File: config.mk
export PLATFORM = sky130hd
export DESIGN_NAME = quoted_word_splitter_utf8_unit
export DESIGN_NICKNAME = d
export VERILOG_FILES = /design/src/hdl/qws_pkg.sv /design/src/hdl/quoted_word_splitter_utf8_unit.sv /design/src/hdl/qws_scan.sv
export SDC_FILE = /design/constraint.sdc
export NUM_CORES = 1
export LEC_CHECK = 0
export BUFFER_PORTS_ARGS = -buffer_cell sky130_fd_sc_hd__buf_2
export CAP_MARGIN = 20
export CORE_MARGIN = 3
export CORE_UTILIZATION = 58
export DETAILED_ROUTE_END_ITERATION = 10
export GPL_TIMING_DRIVEN = 0
export MAX_ROUTING_LAYER = met4
export PLACE_DENSITY = 0.8
export SLEW_MARGIN = 20
export SYNTH_ARGS = -nofsm -noshare
export SYNTH_HDL_FRONTEND = slang
export SYNTH_HIERARCHICAL = 1
export SYNTH_SLANG_ARGS = --single-unit
File: constraint.sdc
create_clock -name clock -period 8.4 [get_ports clock]
set_input_delay 0.42 -clock clock [delete_from_list [all_inputs] [get_ports clock]]
set_output_delay 0.42 -clock clock [all_outputs]
set_load 0.02 [all_outputs]
File: src/hdl/qws_pkg.sv
// ----------------------------------------------------------------------------
// qws_pkg
// Shared types and limits for the quoted word splitter: result kinds, the
// result bundle that one input byte produces, and the line/word limits.
// ----------------------------------------------------------------------------
package qws_pkg;

   // line and word limits
   localparam int MAX_LINE_BYTES = 4096;
   localparam int MAX_WORDS      = 32;
   localparam int MAX_WORD_BYTES = 256;

   // counter widths that follow from the limits
   localparam int LINE_LEN_W = $clog2(MAX_LINE_BYTES);
   localparam int WORD_CNT_W = $clog2(MAX_WORDS + 1);
   localparam int WORD_LEN_W = $clog2(MAX_WORD_BYTES);

   // results caused by one byte, and bundle queue depth
   localparam int MAX_RESULTS = 4;
   localparam int SLOT_W      = $clog2(MAX_RESULTS);
   localparam int RCOUNT_W    = $clog2(MAX_RESULTS + 1);
   localparam int QUEUE_DEPTH = 4;
   localparam int QPTR_W      = $clog2(QUEUE_DEPTH);
   localparam int QCOUNT_W    = $clog2(QUEUE_DEPTH + 1);

   // result kind codes
   typedef enum logic [1:0] {
      KIND_DATA   = 2'd0,
      KIND_WEND   = 2'd1,
      KIND_ACCEPT = 2'd2,
      KIND_REJECT = 2'd3
   } kind_type;

   // one result word
   typedef struct packed {
      kind_type    kind;
      logic [7:0]  data;
      logic        quoted;
   } result_type;

   // all results caused by one input byte, in order from slot 0
   typedef struct packed {
      logic [RCOUNT_W-1:0]              count;
      result_type [MAX_RESULTS-1:0]     slot;
   } bundle_type;

endpackage

File: src/hdl/quoted_word_splitter_utf8_unit.sv
// ----------------------------------------------------------------------------
// quoted_word_splitter_utf8_unit
// Splits a command line, one byte per word, into bare and quoted words,
// decoding JSON escapes to UTF-8 and ending each line with accept or reject.
// ----------------------------------------------------------------------------
//
//   channel   dir   handshake            payload
//   req_      in    req_valid/req_stall  char_byte, end_of_line
//   rsp_      out   rsp_valid/rsp_stall  result_kind, out_byte,
//                                        word_was_quoted, last_of_run
//
// One byte a cycle is taken into the input register while req_stall is low;
// the scanner decodes it there and queues its 0 to 4 results as one bundle
// (4 bundles deep). Results leave one per cycle while rsp_stall is low, in
// slot order; bytes with no result never use the queue.
// Reset (synchronous) empties the queue and starts a fresh line.
// req_stall rises only while the input register holds a byte whose results
// find the queue full.
// ----------------------------------------------------------------------------
module quoted_word_splitter_utf8_unit (
   input  logic       clock,
   input  logic       reset,
   input  logic       req_valid,
   output logic       req_stall,
   input  logic [7:0] req_char_byte,
   input  logic       req_end_of_line,
   output logic       rsp_valid,
   input  logic       rsp_stall,
   output logic [1:0] rsp_result_kind,
   output logic [7:0] rsp_out_byte,
   output logic       rsp_word_was_quoted,
   output logic       rsp_last_of_run
);

   localparam int QPW = qws_pkg::QPTR_W;
   localparam int QCW = qws_pkg::QCOUNT_W;
   localparam int SW  = qws_pkg::SLOT_W;
   localparam int RCW = qws_pkg::RCOUNT_W;

   // input register
   logic              in_valid_ff, in_valid_in;
   logic [7:0]        in_char_ff;
   logic              in_eol_ff;

   // bundle queue
   qws_pkg::bundle_type q_mem_ff [qws_pkg::QUEUE_DEPTH];
   logic [QPW-1:0]    wr_ff, wr_in;
   logic [QPW-1:0]    rd_ff, rd_in;
   logic [QCW-1:0]    qcnt_ff, qcnt_in;
   logic [SW-1:0]     sub_ff, sub_in;

   qws_pkg::bundle_type  bundle;
   qws_pkg::bundle_type  head;
   qws_pkg::result_type  head_res;
   logic              q_full;
   logic              fire;
   logic              push;
   logic              pop_word;
   logic              pop_bundle;
   logic              head_last;

   assign q_full    = (qcnt_ff == QCW'(qws_pkg::QUEUE_DEPTH));
   assign fire      = in_valid_ff && (bundle.count == '0 || !q_full);
   assign push      = fire && (bundle.count != '0);
   assign req_stall = in_valid_ff && !fire;

   qws_scan u_scan (
      .clock       (clock),
      .reset       (reset),
      .step_en     (fire),
      .char_byte   (in_char_ff),
      .end_of_line (in_eol_ff),
      .bundle      (bundle)
   );

   // output side: walk the head bundle one result at a time
   assign head       = q_mem_ff[rd_ff];
   assign head_res   = head.slot[sub_ff];
   assign head_last  = (RCW'(sub_ff) + RCW'(1) == head.count);
   assign rsp_valid  = (qcnt_ff != '0);
   assign pop_word   = rsp_valid && !rsp_stall;
   assign pop_bundle = pop_word && head_last;

   assign rsp_result_kind     = head_res.kind;
   assign rsp_out_byte        = head_res.data;
   assign rsp_word_was_quoted = head_res.quoted;
   assign rsp_last_of_run     = head_last;

   // next values
   always_comb begin
      in_valid_in = in_valid_ff;
      if (req_valid && !req_stall) begin
         in_valid_in = 1'b1;
      end else if (fire) begin
         in_valid_in = 1'b0;
      end
      wr_in   = push ? wr_ff + 1'b1 : wr_ff;
      rd_in   = pop_bundle ? rd_ff + 1'b1 : rd_ff;
      qcnt_in = qcnt_ff + QCW'(push) - QCW'(pop_bundle);
      sub_in  = sub_ff;
      if (pop_bundle) begin
         sub_in = '0;
      end else if (pop_word) begin
         sub_in = sub_ff + 1'b1;
      end
   end

   // control registers
   always_ff @(posedge clock) begin
      if (reset) begin
         in_valid_ff <= 1'b0;
         wr_ff       <= '0;
         rd_ff       <= '0;
         qcnt_ff     <= '0;
         sub_ff      <= '0;
      end else begin
         in_valid_ff <= in_valid_in;
         wr_ff       <= wr_in;
         rd_ff       <= rd_in;
         qcnt_ff     <= qcnt_in;
         sub_ff      <= sub_in;
      end
   end

   // payload registers
   always_ff @(posedge clock) begin
      if (req_valid && !req_stall) begin
         in_char_ff <= req_char_byte;
         in_eol_ff  <= req_end_of_line;
      end
      if (push) begin
         q_mem_ff[wr_ff] <= bundle;
      end
   end

endmodule

File: src/hdl/qws_scan.sv
// ----------------------------------------------------------------------------
// qws_scan
// Line scanner: holds the per-line state, decodes one byte per step (bare
// words, quoted words with JSON escapes, \u surrogate pairs to UTF-8) and
// presents the bundle of results that byte causes.
// ----------------------------------------------------------------------------
module qws_scan (
   input  logic                clock,
   input  logic                reset,
   input  logic                step_en,
   input  logic [7:0]          char_byte,
   input  logic                end_of_line,
   output qws_pkg::bundle_type bundle
);

   localparam int LLW = qws_pkg::LINE_LEN_W;
   localparam int WCW = qws_pkg::WORD_CNT_W;
   localparam int WLW = qws_pkg::WORD_LEN_W;
   localparam int LSW = WLW + 3;
   localparam int RCW = qws_pkg::RCOUNT_W;

   // character codes
   localparam logic [7:0] CH_SPACE = 8'h20;
   localparam logic [7:0] CH_QUOTE = 8'h22;
   localparam logic [7:0] CH_BSL   = 8'h5c;
   localparam logic [7:0] CH_DEL   = 8'h7f;
   localparam logic [7:0] CH_B     = 8'h62;
   localparam logic [7:0] CH_F     = 8'h66;
   localparam logic [7:0] CH_N     = 8'h6e;
   localparam logic [7:0] CH_R     = 8'h72;
   localparam logic [7:0] CH_T     = 8'h74;
   localparam logic [7:0] CH_U     = 8'h75;

   typedef enum logic [3:0] {
      M_BETWEEN = 4'd0,
      M_BARE    = 4'd1,
      M_QUOTED  = 4'd2,
      M_ESC     = 4'd3,
      M_HEX_HI  = 4'd4,
      M_SUR_BSL = 4'd5,
      M_SUR_U   = 4'd6,
      M_HEX_LO  = 4'd7,
      M_CLOSED  = 4'd8
   } mode_type;

   // state registers
   mode_type          mode_ff,   mode_in;
   logic [15:0]       acc_ff,    acc_in;
   logic [1:0]        dig_ff,    dig_in;
   logic [9:0]        sur_ff,    sur_in;
   logic [WLW-1:0]    wlen_ff,   wlen_in;
   logic [WCW-1:0]    wcnt_ff,   wcnt_in;
   logic [LLW-1:0]    llen_ff,   llen_in;
   logic              failed_ff, failed_in;

   // decode intermediates
   logic              hex_ok;
   logic [3:0]        hex_dig;
   logic [15:0]       hex_new;
   logic [20:0]       cp;
   logic              cp_bad;
   logic [7:0]        u8_b [4];
   logic [2:0]        u8_n;
   logic              bare_ok;
   logic [LLW:0]      lsum;
   logic [LSW-1:0]    wsum;

   logic              ok;
   logic              want_add;
   logic [2:0]        add_k;
   logic [7:0]        add_b [4];
   logic [RCW-1:0]    dn;
   logic              wend, wq, accept, reject;

   // hex digit value
   always_comb begin
      hex_ok  = 1'b1;
      hex_dig = 4'd0;
      if (char_byte >= 8'h30 && char_byte <= 8'h39) begin
         hex_dig = char_byte[3:0];
      end else if ((char_byte >= 8'h61 && char_byte <= 8'h66) ||
                   (char_byte >= 8'h41 && char_byte <= 8'h46)) begin
         hex_dig = char_byte[3:0] + 4'd9;
      end else begin
         hex_ok = 1'b0;
      end
   end

   assign hex_new = {acc_ff[11:0], hex_dig};
   assign bare_ok = !(char_byte < CH_SPACE || char_byte == CH_DEL ||
                      char_byte == CH_QUOTE || char_byte == CH_BSL);

   // code point: plain \uXXXX or combined surrogate pair
   assign cp = (mode_ff == M_HEX_LO) ? (21'h010000 + {1'b0, sur_ff, hex_new[9:0]})
                                     : {5'd0, hex_new};
   assign cp_bad = (cp == 21'd0) || (cp > 21'h10ffff) ||
                   (cp >= 21'h00d800 && cp <= 21'h00dfff);

   // UTF-8 encoding of the code point
   always_comb begin
      u8_b[0] = 8'h00;
      u8_b[1] = 8'h00;
      u8_b[2] = 8'h00;
      u8_b[3] = 8'h00;
      if (cp <= 21'h00007f) begin
         u8_b[0] = cp[7:0];
         u8_n    = 3'd1;
      end else if (cp <= 21'h0007ff) begin
         u8_b[0] = 8'hc0 | {3'd0, cp[10:6]};
         u8_b[1] = 8'h80 | {2'd0, cp[5:0]};
         u8_n    = 3'd2;
      end else if (cp <= 21'h00ffff) begin
         u8_b[0] = 8'he0 | {4'd0, cp[15:12]};
         u8_b[1] = 8'h80 | {2'd0, cp[11:6]};
         u8_b[2] = 8'h80 | {2'd0, cp[5:0]};
         u8_n    = 3'd3;
      end else begin
         u8_b[0] = 8'hf0 | {5'd0, cp[20:18]};
         u8_b[1] = 8'h80 | {2'd0, cp[17:12]};
         u8_b[2] = 8'h80 | {2'd0, cp[11:6]};
         u8_b[3] = 8'h80 | {2'd0, cp[5:0]};
         u8_n    = 3'd4;
      end
   end

   // next state and results for the byte in hand
   always_comb begin
      mode_in   = mode_ff;
      acc_in    = acc_ff;
      dig_in    = dig_ff;
      sur_in    = sur_ff;
      wlen_in   = wlen_ff;
      wcnt_in   = wcnt_ff;
      llen_in   = llen_ff;
      failed_in = failed_ff;
      ok        = 1'b1;
      want_add  = 1'b0;
      add_k     = 3'd1;
      add_b[0]  = char_byte;
      add_b[1]  = 8'h00;
      add_b[2]  = 8'h00;
      add_b[3]  = 8'h00;
      dn        = '0;
      wend      = 1'b0;
      wq        = 1'b0;
      accept    = 1'b0;
      reject    = 1'b0;
      lsum      = {1'b0, llen_ff} + {{LLW{1'b0}}, 1'b1};
      wsum      = '0;

      if (!failed_ff) begin
         // line length limit
         if (lsum >= (LLW+1)'(qws_pkg::MAX_LINE_BYTES)) begin
            ok = 1'b0;
         end else begin
            llen_in = lsum[LLW-1:0];
         end

         if (ok) begin
            case (mode_ff)
               M_BETWEEN: begin
                  if (char_byte != CH_SPACE) begin
                     if (wcnt_ff >= WCW'(qws_pkg::MAX_WORDS)) begin
                        ok = 1'b0;
                     end else begin
                        wcnt_in = wcnt_ff + 1'b1;
                        wlen_in = '0;
                        if (char_byte == CH_QUOTE) begin
                           mode_in = M_QUOTED;
                        end else if (!bare_ok) begin
                           ok = 1'b0;
                        end else begin
                           mode_in  = M_BARE;
                           want_add = 1'b1;
                        end
                     end
                  end
               end
               M_BARE: begin
                  if (char_byte == CH_SPACE) begin
                     wend    = 1'b1;
                     mode_in = M_BETWEEN;
                  end else if (!bare_ok) begin
                     ok = 1'b0;
                  end else begin
                     want_add = 1'b1;
                  end
               end
               M_QUOTED: begin
                  if (char_byte == CH_QUOTE) begin
                     wend    = 1'b1;
                     wq      = 1'b1;
                     mode_in = M_CLOSED;
                  end else if (char_byte < CH_SPACE) begin
                     ok = 1'b0;
                  end else if (char_byte == CH_BSL) begin
                     mode_in = M_ESC;
                  end else begin
                     want_add = 1'b1;
                  end
               end
               M_ESC: begin
                  mode_in  = M_QUOTED;
                  want_add = 1'b1;
                  case (char_byte)
                     CH_QUOTE: add_b[0] = CH_QUOTE;
                     CH_BSL:   add_b[0] = CH_BSL;
                     CH_B:     add_b[0] = 8'h08;
                     CH_F:     add_b[0] = 8'h0c;
                     CH_N:     add_b[0] = 8'h0a;
                     CH_R:     add_b[0] = 8'h0d;
                     CH_T:     add_b[0] = 8'h09;
                     CH_U: begin
                        want_add = 1'b0;
                        mode_in  = M_HEX_HI;
                        acc_in   = 16'd0;
                        dig_in   = 2'd0;
                     end
                     default: begin
                        want_add = 1'b0;
                        ok       = 1'b0;
                     end
                  endcase
               end
               M_HEX_HI, M_HEX_LO: begin
                  if (!hex_ok) begin
                     ok = 1'b0;
                  end else begin
                     acc_in = hex_new;
                     if (dig_ff != 2'd3) begin
                        dig_in = dig_ff + 2'd1;
                     end else begin
                        dig_in = 2'd0;
                        if (mode_ff == M_HEX_HI &&
                            hex_new >= 16'hd800 && hex_new <= 16'hdbff) begin
                           // high surrogate: wait for the low half
                           sur_in  = hex_new[9:0];
                           mode_in = M_SUR_BSL;
                        end else if (mode_ff == M_HEX_LO &&
                                     (hex_new < 16'hdc00 || hex_new > 16'hdfff)) begin
                           ok = 1'b0;
                        end else if (cp_bad) begin
                           ok = 1'b0;
                        end else begin
                           mode_in  = M_QUOTED;
                           want_add = 1'b1;
                           add_k    = u8_n;
                           add_b    = u8_b;
                        end
                     end
                  end
               end
               M_SUR_BSL: begin
                  if (char_byte != CH_BSL) begin
                     ok = 1'b0;
                  end else begin
                     mode_in = M_SUR_U;
                  end
               end
               M_SUR_U: begin
                  if (char_byte != CH_U) begin
                     ok = 1'b0;
                  end else begin
                     mode_in = M_HEX_LO;
                     acc_in  = 16'd0;
                     dig_in  = 2'd0;
                  end
               end
               M_CLOSED: begin
                  if (char_byte != CH_SPACE) begin
                     ok = 1'b0;
                  end else begin
                     mode_in = M_BETWEEN;
                  end
               end
               default: ok = 1'b0;
            endcase
         end

         // word length limit on decoded bytes
         if (ok && want_add) begin
            wsum = LSW'(wlen_in) + LSW'(add_k);
            if (wsum >= LSW'(qws_pkg::MAX_WORD_BYTES)) begin
               ok = 1'b0;
            end else begin
               wlen_in = wsum[WLW-1:0];
               dn      = RCW'(add_k);
            end
         end

         // end of line verdict
         if (ok && end_of_line) begin
            if (mode_in == M_BARE) begin
               wend   = 1'b1;
               accept = 1'b1;
            end else if (mode_in == M_CLOSED) begin
               accept = 1'b1;
            end else if (mode_in == M_BETWEEN && wcnt_in != '0) begin
               accept = 1'b1;
            end else begin
               ok = 1'b0;
            end
         end

         if (!ok) begin
            reject    = 1'b1;
            failed_in = 1'b1;
         end
      end

      // end of line starts a fresh line
      if (end_of_line) begin
         mode_in   = M_BETWEEN;
         acc_in    = 16'd0;
         dig_in    = 2'd0;
         sur_in    = 10'd0;
         wlen_in   = '0;
         wcnt_in   = '0;
         llen_in   = '0;
         failed_in = 1'b0;
      end
   end

   // result bundle: data bytes, then word end, then line verdict
   always_comb begin
      bundle = '0;
      if (reject) begin
         bundle.count          = RCW'(1);
         bundle.slot[0].kind   = qws_pkg::KIND_REJECT;
      end else begin
         bundle.count = dn + RCW'(wend) + RCW'(accept);
         for (int i = 0; i < qws_pkg::MAX_RESULTS; i++) begin
            if (RCW'(i) < dn) begin
               bundle.slot[i].kind = qws_pkg::KIND_DATA;
               bundle.slot[i].data = add_b[i];
            end else if (wend && RCW'(i) == dn) begin
               bundle.slot[i].kind   = qws_pkg::KIND_WEND;
               bundle.slot[i].quoted = wq;
            end else if (accept && RCW'(i) == dn + RCW'(wend)) begin
               bundle.slot[i].kind = qws_pkg::KIND_ACCEPT;
            end
         end
      end
   end

   // state registers
   always_ff @(posedge clock) begin
      if (reset) begin
         mode_ff   <= M_BETWEEN;
         acc_ff    <= 16'd0;
         dig_ff    <= 2'd0;
         sur_ff    <= 10'd0;
         wlen_ff   <= '0;
         wcnt_ff   <= '0;
         llen_ff   <= '0;
         failed_ff <= 1'b0;
      end else if (step_en) begin
         mode_ff   <= mode_in;
         acc_ff    <= acc_in;
         dig_ff    <= dig_in;
         sur_ff    <= sur_in;
         wlen_ff   <= wlen_in;
         wcnt_ff   <= wcnt_in;
         llen_ff   <= llen_in;
         failed_ff <= failed_in;
      end
   end

endmodule

==> impl_metrics.tcl <==
set metrics [dict create \
    gp_routability_congestion 0.965 \
    cts_tree "yes" \
    cpPeakStageDelay_ns 0.61 \
    min_period_ns 7.89 \
    pre_cts_ws_ns -0.542 \
    ys_seq_area_frac 0.556 \
    io_buffer_count 26 \
    cpMaxStageDelayCell "or4_1" \
    endpoint_kind "flip-flop" \
    numCtsBuffers 26 \
    yosys_warnings 6 \
    clk_path_buf_depth 3 \
    die_area_um2 24300 \
    final-setup-viol-count 0 \
    fmax_ghz 0.127 \
    slew_headroom 0.409 \
    stdcell_area_um2 14500 \
    wl_um 30800 \
    synth_edf_count 197 \
    clk_pin_slew_ns 0.06 \
    ir_worst_vdd_mv 0.161 \
    yosys-top-cells-count "197 x edfxtp_1, 103 x nor2_1, 71 x nand2_1" \
    grt_setup_unrepaired "false" \
    finalMaxSlewViolations 0 \
    critPathLaunchType "flip-flop" \
    path_class "flip-flop to flip-flop" \
    io_pins 27 \
    holdBufCountCts 0 \
    drcViolationCount 0 \
    crit_arrival_ns 8.29 \
    drv_cap 0 \
    cts_sinks 264 \
    synthCells 1037 \
    grt.total_usage 0.260 \
    layout-drive-gt1-share 0.185 \
    yosys.area.top_type "edfxtp_1" \
    die_y_um 156 \
    grt_pass1_vias 8891 \
    worst_pin_slew_ns 0.877 \
    crit_top_cell "ha_1" \
    grt_max_degree 48 \
    synth.distinct_cells 105 \
    die_w_um 156 \
    netlist_top_cells_area "edfxtp_1 45%, dfxtp_1 10%, mux4_2 9.5%" \
    grt_pass1_wl_um 48400 \
    layout.nets 1143 \
    antenna_left 0 \
    fin_ws_ns 0.506 \
    cts_root_buffer "clkbuf_16" \
    cp_data_required_time_ns 8.79 \
    insertedDiodeCount 0 \
    p_per_area_nw_per_um2 213 \
    vias 9025 \
    place_area_um2 13600 \
    status "complete, no violations" \
    grt.overflow.total 0 \
    min_path_type "input pin to flip-flop" \
    yosysMostFrequentCell "edfxtp_1" \
    first_iter_violations 956 \
    row_count 54 \
    wl_per_cell_um 21.9 \
    dr.pass1.iters 6 \
    p_total_mw 3.09 \
    final_core_util 0.661 \
    synth-async-reset-ratio 0 \
    design.core.area_um2 22000 \
    area_growth_pct 11.1 \
    clk_latency_ns 0.53 \
    dp_hpwl_um 20800 \
    synth_top_area_share 0.453 \
    synthesis.area_um2 13100 \
    synth.ff_latch_count 264 \
    routed_via_density 6.42 \
    hold-worst-slack_ns 0.0740 \
    start_util 0.594 \
    syn_avg_cell_area_um2 12.6 \
    path_max_fanout 10 \
    finClkSkew_ns 0.0160 \
    grt_antenna_before_repair 0 \
    finalCritPeriodShare 0.940 \
    p_leak_nw 4.93 \
    hold_viol 0 \
    synthFlopType "edfxtp_1" \
    h-tree-depth 1 \
]
what timing repair did:
item | in CTS | in global routing
endpoints found under the setup margin | 37 | 213
gates cloned | 0 | 0
pin swaps | 1 | 0
gates resized for setup | 4 | 5
hold endpoints to repair | 0 | 0
setup buffers | 1 | 7
final cells by class:
cell class	instances	area [µm²]
Buffer	61	329
Clock buffer	33	698
Clock inverter	15	141
Fill cell	1611	7450
Inverter	27	101
Multi-Input combinational cell	689	5420
Sequential cell	264	7260
Tap cell	280	350
Timing Repair Buffer	36	209
worst max-delay path: cells and delay by family (launching register included):
| kind | cells | cell delay (ns) |
|---|---|---|
| and+or+nand+nor | 16 | 3.94 |
| adders and majority gates | 6 | 1.57 |
| xor gates and xnor gates | 4 | 0.68 |
| buffers and inverters | 6 | 0.57 |
| DFF | 1 | 0.51 |
| AOI/OAI and AO/OA | 3 | 0.47 |
cells in the final DEF (no fill, tap or decap), types with 22 or more instances in the layout:
master | synthesis | layout
buf_2 | 11 | 37
a21oi_1 | 43 | 43
dfxtp_1 | 67 | 67
inv_1 | 27 | 27
nor2_1 | 103 | 102
clkbuf_16 | 0 | 27
o21ai_0 | 30 | 28
mux4_2 | 55 | 55
nand2_1 | 71 | 71
a22oi_1 | 27 | 27
nor3_1 | 23 | 22
ha_1 | 23 | 23
edfxtp_1 | 197 | 197
clkbuf_1 | 28 | 31
registers in the layout, summed over array words and instances (netlist names), 3 cells and up, named ones only:
| name | cells |
|---|---|
| in_char_ff | 8 |
| q_mem_ff | 188 |
| qcnt_ff | 3 |
| u_scan/acc_ff | 12 |
| u_scan/llen_ff | 12 |
| u_scan/mode_ff | 4 |
| u_scan/sur_ff | 10 |
| u_scan/wcnt_ff | 6 |
| u_scan/wlen_ff | 8 |
metrics by stage:
stage / cells / setup TNS (ns)
6_report: 1405 / 0
3_5_place_dp: 1350 / -11.47
3_3_place_gp: 1350 / -169.82
4_1_cts: 1399 / 0
5_1_grt: 1405 / 0
2_1_floorplan: 1044 / 0
worst paths after layout:
| path | depth (start not counted) | endpoint | startpoint | slack, ns |
|---|---|---|---|---|
| max | 35 | qcnt_ff[2] | in_char_ff[4] | 0.51 |
| min | 1 | in_char_ff[0] | req_char_byte[0] | 0.07 |
| max reg2reg | 35 | qcnt_ff[2] | in_char_ff[4] | 0.51 |
| min reg2reg | 2 | u_scan/wlen_ff[0] | u_scan/wlen_ff[0] | 0.46 |
kinds of logic after synthesis:
group           Yosys count  share of synthesized area
compound gates          192                      0.101
fa+ha+maj                25                     0.0251
mux                      75                      0.112
xor+xnor                 21                     0.0141
flops                   264                      0.556
other cells               1                   0.000287
buf+inv                  91                     0.0338
simple gates            368                      0.157
metal layers:
| layer | track usage | wire length (µm) | up-vias |
|---|---|---|---|
| met5 | - | 0 | - |
| met4 | 0.0942 | 972 | 0 |
| met3 | 0.0333 | 2200 | 83 |
| met2 | 0.414 | 14800 | 413 |
| met1 | 0.348 | 12800 | 4396 |
| li1 | - | - | 4133 |
where the power goes:
| group | internal (mW) | leakage, nW | switching, mW | total, mW |
|---|---|---|---|---|
| clock network | 0.677 | 0.413 | 0.464 | 1.14 |
| logic | 0.186 | 2.17 | 0.259 | 0.445 |
| registers | 1.47 | 2.35 | 0.0311 | 1.50 |
No activity file was read; power rests on OpenSTA's default activity.
